**config.mk**
```make
export PLATFORM = sky130hd
export DESIGN_NAME = i2crtc_ram
export DESIGN_NICKNAME = d
export VERILOG_FILES = /design/src/i2crtc_ram.sv
export SDC_FILE = /design/constraint.sdc
export NUM_CORES = 1
export LEC_CHECK = 0
export BUFFER_PORTS_ARGS = -buffer_cell sky130_fd_sc_hd__buf_2
export CORE_ASPECT_RATIO = 1.75
export CORE_UTILIZATION = 40
export DETAILED_ROUTE_END_ITERATION = 10
export GPL_TIMING_DRIVEN = 0
export HOLD_SLACK_MARGIN = 0.12
export SYNTH_ARGS = -nofsm -noshare
export SYNTH_HDL_FRONTEND = slang
export SYNTH_SLANG_ARGS = --single-unit
```
**constraint.sdc**
```tcl
create_clock -name clk -period 2.91 [get_ports clk]
set_input_delay 0.4365 -clock clk [delete_from_list [all_inputs] [get_ports clk]]
set_output_delay 0.4365 -clock clk [all_outputs]
set_load 0.1 [all_outputs]
```
**src/i2crtc_ram.sv**
```systemverilog
module i2crtc_ram #(
	parameter int W = 8,
	parameter int DEPTH = 8,
	localparam int AW = (DEPTH > 1) ? $clog2(DEPTH) : 1
) (
	input  logic          clk,
	input  logic          we,
	input  logic [AW-1:0] waddr,
	input  logic [W-1:0]  wdata,
	input  logic          re_a,
	input  logic [AW-1:0] raddr_a,
	output logic [W-1:0]  rdata_a,
	input  logic [AW-1:0] raddr_b,
	output logic [W-1:0]  rdata_b
);
	logic [W-1:0] mem [DEPTH];

	always_ff @(posedge clk) begin
		if (we) begin
			mem[waddr] <= wdata;
		end
		if (re_a) begin
			rdata_a <= mem[raddr_a];
		end
		rdata_b <= mem[raddr_b];
	end
endmodule

```
* Word-level counts from Yosys, hierarchy flattened
Memories as Yosys holds them, arrays and structs flattened. A register that Yosys moved wholly into a read port is not among the register bits.
Cells that the tools add are included.
Widths: inputs -> output; s select.
** Cells by class
- Mux-type cells :: 2
** Operators by type and width (number)
- $mux 1 :: 2
** Storage, ports and cells
- Word-level logic and storage cells :: 3
- Memory bits (writable) :: 64
- Flip-flop bits (word level) :: 0
- Output and inout port bits :: 16
- Input bits :: 20
- Memories kept :: 1
** Memory list
- mem :: words 8, width 8, rd ports 2, clocked after Yosys merged registers in 2, wr ports 1, line 16 : logic [W-1:0] mem [DEPTH];

* Logic depth before layout (Yosys ltp)
Gate-level depths: netlist (run 1).
- Word-level depth :: 2
- Depth in mapped cells :: 4
- Gate-level depth less buffers :: 2

* Worst setup path before layout (run 1)
Ideal clock, no wire load.
- Path kind :: input -> register
- Start :: in raddr_a[0]
- End :: reg rdata_a[0] (read register of mem), data pin
- Setup time :: 0.260 ns
- Required time :: 2.650 ns
- Path buffers :: 2
- Slack :: 1.188 ns
- Data arrival time :: 1.462 ns
- Stages :: 4
- Cells stage by stage :: buf_6 buf_12 mux4_1 mux2_2
** RTL lines
- start, declared :: line 11 : input logic [AW-1:0] raddr_a,
- end, declared :: line 12 : output logic [W-1:0] rdata_a,

==> impl_metrics.json, run 1 <==
{
  "clk_path_buf_depth": 2,
  "antenna_cells": 0,
  "post_cts_resized": 0,
  "status": "finished, final reports clean",
  "r2r_slack_ps": 1370,
  "synthTopCellsByArea": "edfxtp_1, mux4_1, mux2_2, dfxtp_1, mux4_2",
  "worstPathCellList": "clkbuf_1 > buf_2 > mux4_2 > mux2_2",
  "drv_slew": 0,
  "slew_headroom_pct": 31.0,
  "rsz0062_at_grt": "false",
  "drive_gt1_share_pct": 35.9,
  "min_period_ps": 1740,
  "worst_pin_slew_ps": 1030,
  "max_freq_ghz": 0.575,
  "synth_largest_area_cell": "edfxtp_1",
  "cp-start-kind": "primary input",
  "cp_data_required_time_ps": 2990,
  "ys_types": 14,
  "yosys_warnings": 0,
  "netlist_area_sq_mm": 0.00348,
  "cts_buffers": 9,
  "grt_pass1_wl_mm": 10.5,
  "hp-class": "in -> reg",
  "die_w_um": 72.5,
  "path_buf_inv": 2,
  "ir_worst_vdd_mv": 0.337,
  "ctsHoldBuffers": 0,
  "slowest_delay_ps": 380,
  "worstPathMaxFanout": 10,
  "cts_setup_buffers": 0,
  "cts_tree": "done",
  "grt_pass1_vias": 1872,
  "layout.cells.most_common": "edfxtp_1",
  "io_pins": 36,
  "critical_path_class": "in -> reg",
  "critPathSlowestCell": "buf_2",
  "power_density_mw_per_mm2": 684,
  "most-common-layout-cells": "edfxtp_1, buf_2, mux4_1, mux2_2, clkbuf_16",
  "syn_inst": 151,
  "root_buffer": "clkbuf_16",
  "grt_max_degree": 14,
  "setup_viol": 0,
  "seq_area_frac_synth_pct": 66.8,
  "drt_iter0_drc": 105,
  "rows": 44,
  "io_buffer_count": 29,
  "cp_data_arrival_time_ps": 1810,
  "final_hold_viol_count": 0,
  "initial_core_util_pct": 41.6,
  "postRouteAntennaNets": 0,
  "ys_seq_elements": 80,
  "die_h_um": 125,
  "drt-wirelength-per-cell_um": 22.8,
  "detailed_place_hpwl_mm": 4.89,
  "leakagePower_nw": 1.44,
  "core_area_sq_mm": 0.00837,
  "die-area_sq_mm": 0.00909,
  "period_share_pct": 59.8,
  "yosysTopAreaCellShare_pct": 62.2,
  "crit_family": "buffers and inverters",
  "finalPower_mw": 2.79,
  "grt_antenna_before_repair": 0,
  "vias": 1694,
  "syn_area_per_cell_sq_um": 23.0,
  "routed_wl_mm": 7.07,
  "cap_violations": 0,
  "whs_ps": 377,
  "vias_per_cell": 5.46,
  "finClkSkew_ps": 5.71,
  "clk_latency_ps": 330,
  "layout.nets": 211,
  "first_pass_iters": 4,
  "gp_routability_congestion": 0.699,
  "synthToLayoutAreaGrowth_pct": 17.2,
  "clock_sinks": 80,
  "track_usage_pct": 17.1,
  "drc": 0,
  "fill_cells": 697,
  "setup_tns_ps": 0,
  "critPathCaptureType": "flip-flop",
  "synth_nets": 171,
  "grt.overflow.total": 0,
  "clk_pin_slew_ps": 60,
  "cts-htree-levels": 3
}
## cells in the mapped netlist, drive strengths merged
master / instances
buf: 8
nor3: 2
dfxtp: 8
nor2: 6
nand2: 2
mux4: 32
edfxtp: 72
mux2: 16
nand2b: 3
clkbuf: 2
## final timing paths
check        depth (start not counted)        from          to
min                                  1    wdata[6]   mem[1][6]
max                                  4  raddr_a[2]  rdata_a[2]
max reg2reg                          2   mem[1][2]  rdata_a[2]
min reg2reg                          2   mem[7][3]  rdata_b[3]
## layout make-up
cell class	instances	area [sq um]	area share, %
plain buffers	10	87.6	2.15
clock buffers	12	256	6.29
clock inverters	3	42.5	1.04
multi-input cells	61	1080	26.5
flip-flops and latches	80	2320	57.0
well taps	115	144	3.53
repair buffers	29	145	3.56
## layer usage
layer  wire length, um  global-route usage [%]  vias to the layer above
met3               246                    3.87                       11
met4               193                    10.1                        0
met2              4150                    30.8                       52
met1              2480                    17.5                      889
met5                 0                       0                        -
li1                  -                       -                      742
## flip-flops by register name (all words and copies together), names as in the netlist
| signal | count |
|---|---|
| rdata_b | 8 |
| rdata_a | 8 |
| mem | 64 |
## logic make-up after synthesis
| kind of cell | after synthesis | synth area share [%] |
|---|---|---|
| buffers and inverters | 10 | 2.52 |
| DFF | 80 | 66.8 |
| muxes | 48 | 29.0 |
| and+or+nand+nor | 13 | 1.69 |
## per-stage QoR
stage               std cells  instance area [sq um]  worst slack (ps)  utilization (%)
floorplan                 151                   3480              1190                -
global placement          295                   3770               605             45.0
detailed placement        295                   3780               823             45.1
CTS                       310                   4080              1170             48.7
global route              310                   4080              1110             48.7
finish                    310                   4080              1170             48.7
## worst reg2reg max path, cell delays in order (launching register included)
cell and delay [ps]:
edfxtp_1 400, mux4_1 570, mux2_2 310
## power by group
part	switching, mW	leakage, nW	total [mW]	internal (mW)
registers	0.0170	0.727	1.32	1.31
clock network	0.411	0.145	1.11	0.704
logic	0.243	0.568	0.346	0.103
total	0.671	1.44	2.79	2.12
No activity file was read; power rests on OpenSTA's default activity.
==> inputs of run 2 (changes only) <==
Settings changed: ABC_AREA from default to 1.
Clock period 2.91 ns to 1.5 ns, I/O delays scaled along.
==> run 2 against run 1 <==
Combinational power increased by 140%. Register-to-register slack got worse by 980 ps. Clock-buffer cell count fell by 3. Clock power up 110%. Die area rose by 13%. Critical path type is now reg -> out. Sequential share of layout area is 6.1 points lower. Sequential cell count unchanged. Largest power group unchanged. Global-route usage increased by 4.6 points. Core utilization down 0.75 points. Highest routed layer unchanged. Hold slack got worse by 210 ps. Critical path depth down 3. Critical endpoint is now rdata_a[7]. Cell count is 100% higher.
==> impl_metrics.json, run 2 <==
{
  "status": "finished, final reports clean",
  "fill_cells": 942,
  "setup_viol": 0,
  "crit_family": "buffers and inverters",
  "io_pins": 36,
  "cts_buffers": 9,
  "ir_worst_vdd_mv": 0.661,
  "grt_pass1_wl_mm": 16.4,
  "grt_antenna_before_repair": 0,
  "detailed_place_hpwl_mm": 7.66,
  "path_buf_inv": 1,
  "worstHoldEndpoint": "mem[7][6]",
  "cts_tree": "done",
  "critPathSlowestCell": "buf_2",
  "core_area_sq_mm": 0.00953,
  "vias_per_cell": 4.99,
  "critPathCaptureType": "primary output",
  "synth_nets": 481,
  "synth_edf_count": 72,
  "grt.overflow.total": 0,
  "drc": 0,
  "period_share_pct": 86.4,
  "max_freq_ghz": 0.772,
  "worstPathCellList": "buf_2",
  "cp_data_required_time_ps": 1270,
  "power_density_mw_per_mm2": 1260,
  "r2r_slack_ps": 390,
  "fin_area_sq_mm": 0.00457,
  "cp_data_arrival_time_ps": 1070,
  "track_usage_pct": 21.7,
  "finalPower_mw": 5.75,
  "syn_area_per_cell_sq_um": 8.58,
  "dpl_cell_area_sq_mm": 0.00425,
  "leakagePower_nw": 2.20,
  "slew_headroom_pct": 41.5,
  "clk_path_buf_depth": 2,
  "seq_power_share_pct": 44.4,
  "ctsHoldBuffers": 0,
  "routed_wl_mm": 10.5,
  "slowest_delay_ps": 420,
  "rr_endpoint": "rdata_a[2]",
  "synthToLayoutAreaGrowth_pct": 15.6,
  "p_clk_share_pct": 41.0,
  "cap_violations": 0,
  "rows": 47,
  "power_switching_mw": 1.57,
  "grt_pass1_vias": 3054,
  "dpl.cell_count": 612,
  "synthTopCellsByArea": "edfxtp_1, nand2_1, nand3_1, inv_1, dfxtp_1",
  "clk_latency_ps": 330,
  "initial_core_util_pct": 41.5,
  "grt_max_degree": 15,
  "netlist_area_sq_mm": 0.00395,
  "clock_sinks": 80,
  "synth_largest_area_cell": "edfxtp_1",
  "vias": 3127,
  "min_period_ps": 1300,
  "hp-class": "in -> reg",
  "finClkSkew_ps": 5.60,
  "antenna_cells": 0,
  "layoutNonFillerInstCount": 627,
  "final_hold_viol_count": 0,
  "min_from": "wdata[6]",
  "die_h_um": 134,
  "synthArstFlopShare_pct": 0,
  "syn_inst": 461,
  "drive_gt1_share_pct": 13.9,
  "worstPathMaxFanout": 1,
  "die_w_um": 77.2,
  "ys_seq_elements": 80,
  "post_cts_resized": 0,
  "seq_area_frac_synth_pct": 58.7,
  "ys_top_cells_by_count": "nand2_1, edfxtp_1, inv_1, nand3_1, buf_6",
  "worst_pin_slew_ps": 875,
  "root_buffer": "clkbuf_16",
  "cts-htree-levels": 3,
  "synth_ff_type": "edfxtp_1",
  "timing.rr.start": "mem[1][2]",
  "rr_worst_depth": 6,
  "layout.nets": 521,
  "rsz0062_at_grt": "false",
  "sw_frac_of_total_pct": 27.3,
  "yosysTopAreaCellShare_pct": 54.7,
  "io_buffer_count": 29,
  "postRouteAntennaNets": 0,
  "cp-start-kind": "flip-flop",
  "comb_power_share_pct": 14.6,
  "first_pass_iters": 7,
  "p_int_mw": 4.18,
  "drt_iter0_drc": 355,
  "clk_pin_slew_ps": 60,
  "most-common-layout-cells": "nand2_1, edfxtp_1, inv_1, nand3_1, buf_2",
  "min_path_cells": 1,
  "top_register": "mem",
  "setup_tns_ps": 0,
  "die-area_sq_mm": 0.0103,
  "yosys_warnings": 0,
  "drt-wirelength-per-cell_um": 16.8,
  "cts_setup_buffers": 0,
  "reg_top3": "mem: 64 flops, rdata_a: 8 flops, rdata_b: 8 flops",
  "layout.cells.most_common": "nand2_1",
  "gp_routability_congestion": 0.947,
  "ys_types": 11,
  "drv_slew": 0,
  "largest_reg_flops": 64,
  "critical_path_class": "reg -> out",
  "yosysMostFrequentCell": "nand2_1"
}
## run 2: how the worst max path moves through the flow
stage               slack [ps]  cells past startpoint          to       start
finish                     200                      1  rdata_a[7]  rdata_a[7]
global route               160                      1  rdata_a[4]  rdata_a[4]
CTS                        190                      1  rdata_a[7]  rdata_a[7]
detailed placement         -40                      4   mem[4][1]    waddr[0]
global placement             7                      4   mem[0][6]    waddr[0]
floorplan                  370                      0  rdata_b[0]  rdata_b[0]
## run 2: per-layer routing
metal | vias to the layer above | part of all wire, % | GRT usage [%]
met1 | 1444 | 42 | 26.4
met3 | 30 | 4.7 | 3.56
met4 | 0 | 3.8 | 11.5
met2 | 142 | 50 | 36.6
li1 | 1511 | - | -
met5 | - | 0 | 0
## run 2: logic make-up after synthesis
family                 count (synthesis)  share of synthesized area, %
buffers and inverters                 95                          12.1
flip-flops                            80                          58.7
AND/OR/NAND/NOR                      286                          29.2
## run 2: metrics by stage
| stage | setup WS, ps | hold WS [ps] | utilization [%] |
|---|---|---|---|
| 2_1_floorplan | 366 | 324 | - |
| 4_1_cts | 193 | 161 | 48.0 |
| 5_1_grt | 164 | 161 | 48.0 |
| 3_3_place_gp | 7.21 | 505 | 44.6 |
| 3_5_place_dp | -37.1 | 510 | 44.6 |
| 6_report | 205 | 166 | 48.0 |
## run 2: area by class of cell
cell class	instances	area (sq um)	area share, %
flip-flops and latches	80	2320	50.8
multi-input cells	286	1150	25.2
plain buffers	22	196	4.30
clock inverters	6	92.6	2.03
inverters	73	282	6.16
clock buffers	9	225	4.93
well taps	122	153	3.34
repair buffers	29	145	3.18
## run 2: power by group through the flow
stage          clock [mW]  combinational, mW  sequential [mW]
2_1_floorplan           0              0.331             2.89
3_3_place_gp            0              0.826             2.60
3_5_place_dp            0              0.832             2.61
4_1_cts              2.37              0.834             2.56
5_1_grt              2.47              0.894             2.56
6_report             2.36              0.838             2.56
==> inputs of run 3 (changes only) <==
Settings changed: CELL_PAD_IN_SITES_DETAIL_PLACEMENT from default to 0, CELL_PAD_IN_SITES_GLOBAL_PLACEMENT from default to 1, PLACE_DENSITY_LB_ADDON from default to 0.1.
==> run 3 against run 2 <==
Worst setup slack about the same. Die area unchanged. Combinational power down 2%. Cell area down 0.33%. Clock skew about the same. Hold slack worse by 12 ps. Wire length down 4.6%. Clock power down 6%. Core utilization down 0.16 points. Critical endpoint is now rdata_a[3]. Clock-buffer cell count unchanged. Cell count up 0.16%. Total power down 2.6%.
==> impl_metrics.json, run 3 (synthesis gave the netlist of run 2 again) <==
{
  "clk_path_buf_depth": 2,
  "cts_tree": "done",
  "cp_data_arrival_time_ps": 1070,
  "cap_violations": 0,
  "worst_pin_slew_ps": 902,
  "path_buf_inv": 1,
  "layout.cells.most_common": "nand2_1",
  "grt_use_met1_pct": 26.3,
  "cts_buffers": 9,
  "post_cts_resized": 0,
  "grt_pass1_wl_mm": 15.6,
  "gp_routability_congestion": 0.840,
  "detailed_place_hpwl_mm": 7.66,
  "first_pass_iters": 5,
  "vias_per_cell": 4.79,
  "vias": 3007,
  "setup_viol": 0,
  "max_freq_ghz": 0.772,
  "critPathLaunch": "rdata_a[3]",
  "grt.overflow.total": 0,
  "grt.busiest_layer": "met2",
  "grt_pass1_vias": 2819,
  "worstPathMaxFanout": 1,
  "critPathCaptureType": "primary output",
  "min_period_ps": 1300,
  "postRouteAntennaNets": 0,
  "worstPathCellList": "buf_2",
  "drv_slew": 0,
  "period_share_pct": 86.4,
  "dpl.cell_count": 612,
  "initial_core_util_pct": 41.5,
  "layoutNonFillerInstCount": 628,
  "power_density_mw_per_mm2": 1230,
  "critical_path_class": "reg -> out",
  "clk_latency_ps": 340,
  "largest_reg_flops": 64,
  "drt-wirelength-per-cell_um": 16.0,
  "rsz0062_at_grt": "false",
  "die_h_um": 134,
  "die_w_um": 77.2,
  "r2r_slack_ps": 410,
  "reg_top3": "mem: 64 flops, rdata_a: 8 flops, rdata_b: 8 flops",
  "cp_data_required_time_ps": 1270,
  "drive_gt1_share_pct": 13.8,
  "status": "finished, final reports clean",
  "final_hold_viol_count": 0,
  "drt_iter0_drc": 274,
  "ir_worst_vdd_mv": 1.05,
  "io_pins": 36,
  "io_buffer_count": 29,
  "leakagePower_nw": 2.20,
  "track_usage_pct": 20.7,
  "antenna_cells": 0,
  "most-common-layout-cells": "nand2_1, edfxtp_1, inv_1, nand3_1, buf_2",
  "cp-start-kind": "flip-flop",
  "synthToLayoutAreaGrowth_pct": 15.2,
  "cts-htree-levels": 3,
  "finClkSkew_ps": 5.84,
  "hp-class": "in -> reg",
  "top_register": "mem",
  "root_buffer": "clkbuf_16",
  "timing.rr.start": "mem[7][0]",
  "grt_antenna_before_repair": 0,
  "die-area_sq_mm": 0.0103,
  "slowest_delay_ps": 420,
  "whs_ps": 154,
  "drc": 0,
  "clock_sinks": 80,
  "crit_family": "buffers and inverters",
  "layout.nets": 521,
  "cts_setup_buffers": 0,
  "grt_max_degree": 16,
  "core_area_sq_mm": 0.00953,
  "final_core_util_pct": 47.8,
  "min_from": "wdata[5]",
  "critPathSlowestCell": "buf_2",
  "routed_wl_mm": 10.0,
  "slew_headroom_pct": 39.6,
  "grtUsageMet3_pct": 3.29,
  "grt.met2_usage_pct": 35.3,
  "rows": 47,
  "clk_pin_slew_ps": 70,
  "ctsHoldBuffers": 0
}
run 3: power by group:
group          internal [mW]  switching (mW)
logic                  0.188           0.637
registers               2.53          0.0210
clock network           1.31           0.919
run 3: layer usage:
metal / wire [um] / share of wire (%)
met1: 4260 / 42
met2: 5100 / 51
met3: 500 / 5.0
met4: 174 / 1.7
met5: 0 / 0
run 3: worst paths after layout:
check,endpoint,cells after the start
max reg2reg,rdata_a[0],6
min,mem[1][5],1
min reg2reg,rdata_b[7],6
max,rdata_a[3],1
run 3: cell type report:
type,instances,area [sq um]
plain buffers,22,196
clock buffers,9,225
clock inverters,7,77.6
fillers,948,4970
inverters,73,282
multi-input cells,286,1150
flip-flops and latches,80,2320
well taps,122,153
repair buffers,29,145
run 3: metrics by stage:
stage / power [mW] / cell area [sq um] / setup TNS, ps / setup WS, ps
6_report: 5.61 / 4550 / 0 / 205
5_1_grt: 5.81 / 4550 / 0 / 165
4_1_cts: 5.64 / 4550 / 0 / 191
3_5_place_dp: 3.43 / 4250 / -2670 / -93.4
3_3_place_gp: 3.43 / 4250 / -1140 / -49.1
2_1_floorplan: 3.22 / 3950 / 0 / 366
