<file path="src/i2crtc_pkg.sv">
package i2crtc_pkg;

	localparam int BUFFER_BYTES_DEF = 8;
	localparam int CFG_IDX_W = 2;

	localparam logic [3:0] BITS_PER_BYTE = 4'd8;

	localparam logic [2:0] REQ_TICK  = 3'd0;
	localparam logic [2:0] REQ_WRITE = 3'd1;
	localparam logic [2:0] REQ_READ  = 3'd2;
	localparam logic [2:0] REQ_LOAD  = 3'd3;
	localparam logic [2:0] REQ_FETCH = 3'd4;

	localparam logic [CFG_IDX_W-1:0] CFG_DEVICE_ADDRESS = 2'd0;
	localparam logic [CFG_IDX_W-1:0] CFG_FIRST_REGISTER = 2'd1;

	localparam logic [6:0] DEVICE_ADDRESS_RST = 7'd104;
	localparam logic [7:0] FIRST_REGISTER_RST = 8'd0;

	typedef struct packed {
		logic [2:0] req_type;
		logic [2:0] byte_index;
		logic [7:0] load_value;
		logic       sda_sample;
	} item_t;

	typedef struct packed {
		logic       scl_level;
		logic       sda_level;
		logic       sda_enable;
		logic       busy_res;
		logic       done_res;
		logic       ack_missing;
		logic [7:0] fetched_byte;
	} result_t;

	typedef struct packed {
		logic [CFG_IDX_W-1:0] index;
		logic [7:0]           value;
	} cfg_t;

	// bus side of one step, without the fetched byte
	typedef struct packed {
		logic scl;
		logic sda;
		logic en;
		logic busy;
		logic done;
		logic ack;
	} line_t;

endpackage

</file>
<file path="src/i2crtc_seq.sv">
module i2crtc_seq #(
	parameter int BUFFER_BYTES = 8,
	localparam int AW = (BUFFER_BYTES > 1) ? $clog2(BUFFER_BYTES) : 1,
	localparam int CW = $clog2(BUFFER_BYTES + 1)
) (
	input  logic               clk,
	input  logic               arst_n,
	input  logic               step,
	input  i2crtc_pkg::item_t  req,
	input  logic [6:0]         dev_addr,
	input  logic [7:0]         first_reg,
	input  logic [7:0]         buf_rdata,
	output logic [AW-1:0]      buf_raddr,
	output logic               buf_we,
	output logic [AW-1:0]      buf_waddr,
	output logic [7:0]         buf_wdata,
	output i2crtc_pkg::line_t  nx_line
);
	import i2crtc_pkg::*;

	localparam logic [2:0] SQ_IDLE    = 3'd0;
	localparam logic [2:0] SQ_START   = 3'd1;
	localparam logic [2:0] SQ_SEND    = 3'd2;
	localparam logic [2:0] SQ_GETACK  = 3'd3;
	localparam logic [2:0] SQ_RECV    = 3'd4;
	localparam logic [2:0] SQ_PUTACK  = 3'd5;
	localparam logic [2:0] SQ_RESTART = 3'd6;
	localparam logic [2:0] SQ_STOP    = 3'd7;

	localparam logic [1:0] STG_ADDR_W = 2'd0;
	localparam logic [1:0] STG_REG    = 2'd1;
	localparam logic [1:0] STG_DATA   = 2'd2;
	localparam logic [1:0] STG_ADDR_R = 2'd3;

	localparam logic [CW:0] BB_EXT = (CW + 1)'(BUFFER_BYTES);

	logic [2:0]    state_q, nx_state;
	logic [1:0]    stage_q, nx_stage;
	logic          rd_q, nx_rd;
	logic          half_q, nx_half;
	logic [3:0]    bit_q, nx_bit, bit_inc;
	logic [CW-1:0] byte_q, nx_byte;
	logic [CW:0]   byte_inc, nx_byte_inc;
	logic [7:0]    shift_q, nx_shift;
	logic          ack_q, nx_ack;
	logic          done_c, we_c, idle, idx_ok;
	logic [6:0]    idx_ext;

	assign idle     = (state_q == SQ_IDLE);
	assign idx_ext  = 7'(req.byte_index);
	assign idx_ok   = idx_ext < 7'(BUFFER_BYTES);
	assign bit_inc  = bit_q + 4'd1;
	assign byte_inc = {1'b0, byte_q} + 1'b1;
	assign nx_byte_inc = {1'b0, nx_byte} + 1'b1;

	// prefetch of the next byte to send; the buffer is stable during a write transfer
	assign buf_raddr = (stage_q == STG_REG) ? '0 : byte_inc[AW-1:0];

	always_comb begin
		nx_state  = state_q;
		nx_stage  = stage_q;
		nx_rd     = rd_q;
		nx_half   = half_q;
		nx_bit    = bit_q;
		nx_byte   = byte_q;
		nx_shift  = shift_q;
		nx_ack    = ack_q;
		done_c    = 1'b0;
		we_c      = 1'b0;
		buf_waddr = idx_ext[AW-1:0];
		buf_wdata = req.load_value;
		case (req.req_type)
			REQ_TICK: begin
				if (!idle) begin
					case (state_q)
						SQ_START: begin
							if (!half_q) begin
								nx_half = 1'b1;
							end else begin
								nx_state = SQ_SEND;
								nx_half  = 1'b0;
								nx_bit   = '0;
								nx_shift = {dev_addr, stage_q == STG_ADDR_R};
							end
						end
						SQ_SEND: begin
							if (!half_q) begin
								nx_half = 1'b1;
							end else begin
								nx_shift = {shift_q[6:0], 1'b0};
								nx_bit   = bit_inc;
								nx_half  = 1'b0;
								if (bit_inc >= BITS_PER_BYTE) begin
									nx_state = SQ_GETACK;
								end
							end
						end
						SQ_GETACK: begin
							if (!half_q) begin
								nx_half = 1'b1;
							end else begin
								if (req.sda_sample) begin
									nx_ack = 1'b1;
								end
								nx_half = 1'b0;
								case (stage_q)
									STG_ADDR_W: begin
										nx_stage = STG_REG;
										nx_state = SQ_SEND;
										nx_bit   = '0;
										nx_shift = first_reg;
									end
									STG_REG: begin
										nx_byte = '0;
										if (rd_q) begin
											nx_stage = STG_ADDR_R;
											nx_state = SQ_RESTART;
										end else begin
											nx_stage = STG_DATA;
											nx_state = SQ_SEND;
											nx_bit   = '0;
											nx_shift = buf_rdata;
										end
									end
									STG_ADDR_R: begin
										nx_stage = STG_DATA;
										nx_byte  = '0;
										nx_state = SQ_RECV;
										nx_bit   = '0;
										nx_shift = '0;
									end
									default: begin
										nx_byte = byte_inc[CW-1:0];
										if (byte_inc >= BB_EXT) begin
											nx_state = SQ_STOP;
										end else begin
											nx_state = SQ_SEND;
											nx_bit   = '0;
											nx_shift = buf_rdata;
										end
									end
								endcase
							end
						end
						SQ_RECV: begin
							if (!half_q) begin
								nx_half = 1'b1;
							end else begin
								nx_shift = {shift_q[6:0], req.sda_sample};
								nx_bit   = bit_inc;
								nx_half  = 1'b0;
								if (bit_inc >= BITS_PER_BYTE) begin
									if ({1'b0, byte_q} < BB_EXT) begin
										we_c      = 1'b1;
										buf_waddr = byte_q[AW-1:0];
										buf_wdata = nx_shift;
									end
									nx_state = SQ_PUTACK;
								end
							end
						end
						SQ_PUTACK: begin
							if (!half_q) begin
								nx_half = 1'b1;
							end else begin
								nx_byte = byte_inc[CW-1:0];
								nx_half = 1'b0;
								if (byte_inc >= BB_EXT) begin
									nx_state = SQ_STOP;
								end else begin
									nx_state = SQ_RECV;
									nx_bit   = '0;
									nx_shift = '0;
								end
							end
						end
						SQ_RESTART: begin
							nx_state = SQ_START;
							nx_half  = 1'b0;
						end
						SQ_STOP: begin
							if (!half_q) begin
								nx_half = 1'b1;
							end else begin
								nx_state = SQ_IDLE;
								nx_half  = 1'b0;
								done_c   = 1'b1;
							end
						end
						default: begin
							nx_state = SQ_IDLE;
							nx_half  = 1'b0;
						end
					endcase
				end
			end
			REQ_WRITE, REQ_READ: begin
				if (idle) begin
					nx_rd    = (req.req_type == REQ_READ);
					nx_stage = STG_ADDR_W;
					nx_ack   = 1'b0;
					nx_byte  = '0;
					nx_bit   = '0;
					nx_state = SQ_START;
					nx_half  = 1'b0;
				end
			end
			REQ_LOAD: begin
				we_c = idle && idx_ok;
			end
			default: begin
			end
		endcase
	end

	assign buf_we = step && we_c;

	always_comb begin
		nx_line.busy = (nx_state != SQ_IDLE);
		nx_line.done = done_c;
		nx_line.ack  = nx_ack;
		case (nx_state)
			SQ_START: begin
				nx_line.scl = 1'b1;
				nx_line.sda = !nx_half;
				nx_line.en  = 1'b1;
			end
			SQ_SEND: begin
				nx_line.scl = nx_half;
				nx_line.sda = nx_shift[7];
				nx_line.en  = 1'b1;
			end
			SQ_GETACK, SQ_RECV: begin
				nx_line.scl = nx_half;
				nx_line.sda = 1'b0;
				nx_line.en  = 1'b0;
			end
			SQ_PUTACK: begin
				nx_line.scl = nx_half;
				nx_line.sda = (nx_byte_inc >= BB_EXT);
				nx_line.en  = 1'b1;
			end
			SQ_RESTART: begin
				nx_line.scl = 1'b0;
				nx_line.sda = 1'b1;
				nx_line.en  = 1'b1;
			end
			SQ_STOP: begin
				nx_line.scl = nx_half;
				nx_line.sda = 1'b0;
				nx_line.en  = 1'b1;
			end
			default: begin
				nx_line.scl = 1'b1;
				nx_line.sda = 1'b1;
				nx_line.en  = 1'b1;
			end
		endcase
	end

	always_ff @(posedge clk or negedge arst_n) begin
		if (!arst_n) begin
			state_q <= SQ_IDLE;
			stage_q <= STG_ADDR_W;
			rd_q    <= 1'b0;
			half_q  <= 1'b0;
			bit_q   <= '0;
			byte_q  <= '0;
			shift_q <= '0;
			ack_q   <= 1'b0;
		end else if (step) begin
			state_q <= nx_state;
			stage_q <= nx_stage;
			rd_q    <= nx_rd;
			half_q  <= nx_half;
			bit_q   <= nx_bit;
			byte_q  <= nx_byte;
			shift_q <= nx_shift;
			ack_q   <= nx_ack;
		end
	end
endmodule

</file>
<file path="config.mk">
export PLATFORM = sky130hd
export DESIGN_NAME = i2crtc_seq
export DESIGN_NICKNAME = d
export VERILOG_FILES = /design/src/i2crtc_pkg.sv /design/src/i2crtc_seq.sv
export SDC_FILE = /design/constraint.sdc
export NUM_CORES = 1
export LEC_CHECK = 0
export ABC_CLOCK_PERIOD_IN_PS = 2700
export BUFFER_PORTS_ARGS = -buffer_cell sky130_fd_sc_hd__buf_4
export CAP_MARGIN = 20
export CORE_MARGIN = 1
export CORE_UTILIZATION = 35
export DETAILED_ROUTE_END_ITERATION = 16
export PLACE_DENSITY_LB_ADDON = 0.12
export SLEW_MARGIN = 20
export SYNTH_ARGS = -nofsm -noshare
export SYNTH_HDL_FRONTEND = slang
export SYNTH_SLANG_ARGS = --single-unit
</file>
<file path="constraint.sdc">
create_clock -name clk -period 2.7 [get_ports clk]
set_clock_uncertainty 0.2 [all_clocks]
set_input_delay 0.27 -clock clk [delete_from_list [all_inputs] [get_ports clk]]
set_output_delay 0.27 -clock clk [all_outputs]
set_load 0.03 [all_outputs]
</file>
Word-level counts from Yosys, hierarchy flattened

Index checks and enable logic that the tools add are counted.

Register bits: 24
Bits of input ports: 41
Logic and storage cells: 163
Output and inout bits: 21

Equal/unequal tests: 38
Bitwise operators: 1
Reduce and logical (&&, ||, !) cells: 19
Multiplexer cells: 88
Order comparisons: 5
Add/sub/neg operators: 3

Operators with widths:

| operator                                                                            | number |
|---|---|
| 8-bit two-way mux                                                                   | 16 |
| 3-bit two-way mux                                                                   | 19 |
| 4-bit two-way mux                                                                   | 12 |
| 4-bit one-hot mux with 2 select lines                                               | 5 |
| 8-bit one-hot mux with 5 select lines                                               | 1 |
| 3-bit == test, second input constant                                                | 8 |
| 8-bit one-hot mux with 3 select lines                                               | 1 |
| 3-bit one-hot mux with 7 select lines                                               | 1 |
| 1-bit two-way mux                                                                   | 19 |
| 3-bit by 2-bit == test with 1-bit output, second input constant                     | 6 |
| 2-bit inequality test, second input constant                                        | 9 |
| 3-bit one-hot mux with 6 select lines                                               | 1 |
| 4-bit one-hot mux with 4 select lines                                               | 1 |
| 3-bit inequality test, second input constant                                        | 5 |
| 12-bit AND reduction                                                                | 1 |
| 4-bit by 1-bit adder with 5-bit output, second input constant                       | 2 |
| 5-bit by 4-bit greater-or-equal comparator with 1-bit output, second input constant | 2 |
| 2-bit two-way mux                                                                   | 5 |
| 10-bit AND reduction                                                                | 1 |
| 2-bit OR reduction                                                                  | 5 |
| 3-bit by 1-bit == test with 1-bit output, second input constant                     | 3 |
| 3-bit one-hot mux with 3 select lines                                               | 1 |
| 7-bit AND reduction                                                                 | 1 |
| 3-bit zero test                                                                     | 2 |
| 24 further kinds                                                                    | 27 |

Depth between registers and ports, before layout

Depth after elaboration: 11
Gate-level depth with buffers: 9
Depth with buffers taken out: 8

Worst setup path before layout

OpenSTA, ideal clock, no wires.

Path kind: reg2out
Start: reg byte_q[1]
End: out nx_line[3] in the netlist's numbering
Required time: 2.230 ns
Arrival time: 2.158 ns
Stages on the path, launching flop included: 8
Path buffers: 0
Path slack: 0.072 ns
Cell sequence: dfrtp_1 -> ha_1 -> nand2b_1 -> o21a_1 -> a21o_1 -> a221oi_2 -> nor3_1 -> a21oi_1

RTL lines:

| element                  | RTL line          | text |
|---|---|---|
| start: declaration       | i2crtc_seq.sv:42  | `logic [CW-1:0] byte_q, nx_byte;` |
| start signal: assignment | i2crtc_seq.sv:277 | `byte_q <= nx_byte;` |
| end: declaration         | i2crtc_seq.sv:17  | `output i2crtc_pkg::line_t nx_line` |

==> metrics.md <==
| Metric | Value |
|---|---|
| CTS tree | `yes` |
| Worst setup SP type | `flop` |
| Detail Route Antenna Nets | `0` |
| I/O pins | `62` |
| H-Tree Depth | `1` |
| Tcrit/Tclk final | `103.0%` |
| Vias | `2517` |
| Asr flop ratio synth | `100.0%` |
| Diode count | `0` |
| Leading area contributor after synthesis | `dfrtp_1` |
| Critical setup path kind | `reg2out` |
| Filler Cell Count | `572` |
| Fin. Hold Viols | `0` |
| Design area | `3226 sq um` |
| Largest family of logic cells by synthesized area | `compound AO/OA/AOI/OAI gates` |
| Power Internal | `1.126 mW` |
| Port Buf Inserts | `61` |
| Worst Tran Pin Value | `475.7 ps` |
| YS warnings | `0` |
| Failing checks | `setup timing` |
| Final Non-Filler Cells | `447` |
| Comb pwr share | `58.5%` |
| Multiplexer share of the synthesized area | `6.978%` |
| Post-synth top area share | `27.01%` |
| Max clock buf depth | `2` |
| Status | `finished, violations left` |
| DR vias/cell | `5.631` |
| Hold path cells | `2` |
| Synth Area in Compound Gates | `31.06%` |
| Reg2reg start | `state_q[0]$_DFFE_PN0P_` |
| Final min period | `2780 ps` |
| Clock Sinks | `24` |
| Commonest non-fill, non-tap cells in the layout | `buf_4, nor2_1, a21oi_1` |
| Sequential fraction of the synthesis area | `27.01%` |
| MaxCap Viol Count | `0` |
| Final core occ | `53.53%` |
| Number of flops mapped to enable cells by yosys | `0` |
| Largest net degree at the start of global routing | `25` |
| First-pass GRT wire length | `11.45 mm` |
| Die width | `81.70 microns` |
| Initial core utilization | `36.90%` |
| Worst hold endpoint | `rd_q$_DFFE_PN0P_` |
| Pre-antenna DRT Iters | `4` |
| WP data arrival | `2310 ps` |
| Post-synth cell types | `63` |
| Static Leakage | `1.378 nW` |
| Reg power frac | `28.5%` |
| CP required | `2230 ps` |
| Most common library cell in the layout ignoring fill and taps | `buf_4` |
| Slew Limit Headroom | `68.11%` |
| Row cnt | `28` |
| Reg-to-reg critical path endpoint | `shift_q[1]$_DFFE_PN0P_` |
| Nets@finish | `417` |
| Maximum clock frequency | `0.3597 GHz` |
| Core Box Area | `6026 sq um` |
| Synth area leaders | `dfrtp_1, a21oi_1, nor2_1` |
| Post-DP HPWL | `5.459 mm` |
| CTS root buf | `clkbuf_8` |
| Placed cells | `425` |
| Number of CTS-inserted buffers | `3` |
| Initial antenna violation count | `0` |
| CP Max Fanout | `5` |
| XOR/XNOR Fraction of Synth Area | `1.576%` |
| Final setup viols | `4` |
| Worst hold path startpoint | `req[12]` |
| Worst-Skew Late Latency | `270 ps` |
| Total GRT Usage | `22.51%` |
| Ys flop type | `dfrtp_1` |
| Post-Syn Area | `2223 sq um` |
| Share of cells above drive strength 1 | `42.20%` |
| CP max stage delay | `460 ps` |
| Worst hold path class | `in2reg` |
| Sw power | `885.7 uW` |
| FF-to-FF setup slack | `370 ps` |
| Placed standard-cell area | `2889 sq um` |
| Syn Area/Cell | `7.912 sq um` |
| Clock power share | `13.0%` |
| Vias in the first global route | `2252` |
| Worst path slowest cell | `dfrtp_2` |
| FF-to-FF path depth | `7` |
| Area delta synth->final | `45.08%` |
| Crit path cell chain | `or2_4, mux2i_1, nor3_1, a221oi_2, buf_4, a21oi_2, nor2_1, a2bb2oi_2, buf_6` |
| Cells after Synth | `281` |
| Max IR drop VDD | `0.4038 mV` |
| DR iter-0 viols | `154` |
| DR WL/cell | `16.53 microns` |
| Die H | `81.70 microns` |
| Crit. End Element | `output port` |
| Flops & latches, synth | `24` |
| DRC violations left | `0` |
| GRT overflow | `0` |
| Syn nets | `325` |
| Register clock-pin slew on the reported worst setup and hold paths | `100 ps` |
| Worst setup margin | `-80.01 ps` |
| RePlAce Congestion | `0.8625` |
| Final wirelength | `7.390 mm` |
| Die ar. | `6675 sq um` |
| Slew Limit Fails | `0` |
| RSZ-0062 raised after global routing | `true` |
| Sw frac | `44.02%` |
| Adder-cell area share of the yosys netlist | `1.688%` |
| PD cells | `623.7 nW/um^2` |
| Simple-gate area share of the yosys netlist | `25.66%` |
[power by group through the flow]
| stage | clock, mW | sequential, mW | combinational, mW |
|---|---|---|---|
| after global routing | 0.279 | 0.590 | 1.27 |
| after floorplan | 0 | 0.519 | 0.663 |
| final | 0.261 | 0.574 | 1.18 |
| after global placement | 0 | 0.575 | 0.976 |
| after detailed placement | 0 | 0.578 | 0.974 |
| after CTS | 0.263 | 0.567 | 1.03 |
[metrics by stage]
stage / setup TNS, ps / power (mW) / hold WS [ps] / worst slack, ps
2_1_floorplan: 0 / 1.183 / -225.6 / 71.64
3_3_place_gp: 0 / 1.551 / 4.633 / 100.5
3_5_place_dp: 0 / 1.552 / 2.606 / 77.57
4_1_cts: -298.0 / 1.863 / 90.87 / -96.39
5_1_grt: -629.4 / 2.139 / 114.6 / -201.3
6_report: -168.1 / 2.012 / 96.68 / -80.01
[cells by family after synthesis]
family / after synthesis
adders and majority gates: 3
muxes: 14
buffers and inverters: 29
and+or+nand+nor: 107
xor gates and xnor gates: 4
AOI/OAI and AO/OA: 100
DFF: 24
[synthesized netlist by cell type (all sizes together) (8+ instances only)]
cell type	n
a21oi	26
a31oi	9
buf	12
clkbuf	9
dfrtp	24
mux2	12
nand2	22
nand2b	8
nand3	10
nor2	32
nor3	10
o21ai	20
[registers in the layout (all words and copies together), names as in the netlist]
signal and flops:
ack_q 1, state_q 3, shift_q 8, rd_q 1
bit_q 4, half_q 1, byte_q 4, stage_q 2
[worst max-delay path by stage]
| stage | start | to | slack (ps) |
|---|---|---|---|
| 2_1_floorplan | byte_q[1]$_DFFE_PN0P_ | nx_line[3] | 70 |
| 3_3_place_gp | state_q[0]$_DFFE_PN0P_ | nx_line[4] | 100 |
| 3_5_place_dp | state_q[1]$_DFFE_PN0P_ | nx_line[4] | 80 |
| 4_1_cts | byte_q[1]$_DFFE_PN0P_ | nx_line[4] | -100 |
| 5_1_grt | byte_q[0]$_DFFE_PN0P_ | nx_line[4] | -200 |
| 6_report | state_q[1]$_DFFE_PN0P_ | nx_line[4] | -80 |
[timing repair]
item,4_1_cts,5_1_grt
resized for setup,12,25
hold buffers,1,0
buffers inserted,7,10
pin swaps,5,9
endpoints found under the hold margin,24,0
endpoints found under the setup margin,9,13
[cell type report]
cell class | count | area, sq um | area share [%]
repair buffers | 108 | 835.8 | 25.91
well taps | 75 | 93.84 | 2.909
flip-flops and latches | 24 | 608.1 | 18.85
clock buffers | 4 | 55.05 | 1.707
multi-input cells | 228 | 1599 | 49.57
inverters | 8 | 33.78 | 1.047
[routing by layer]
metal / vias to the layer above / share of wire (%) / global-route usage [%]
met5: - / 0 / 0
met4: 0 / 0.92 / 4.912
met1: 1192 / 45 / 32.18
li1: 1225 / - / -
met3: 8 / 6.5 / 2.000
met2: 92 / 48 / 36.67
[critical path, delay by kind of cell (launching register included)]
| kind | cells | cell delay (ps) |
|---|---|---|
| AOI/OAI and AO/OA | 3 | 490 |
| buffers and inverters | 2 | 330 |
| muxes | 1 | 240 |
| and+or+nand+nor | 3 | 500 |
| DFF | 1 | 460 |
Power figures use the tool's default switching activity.
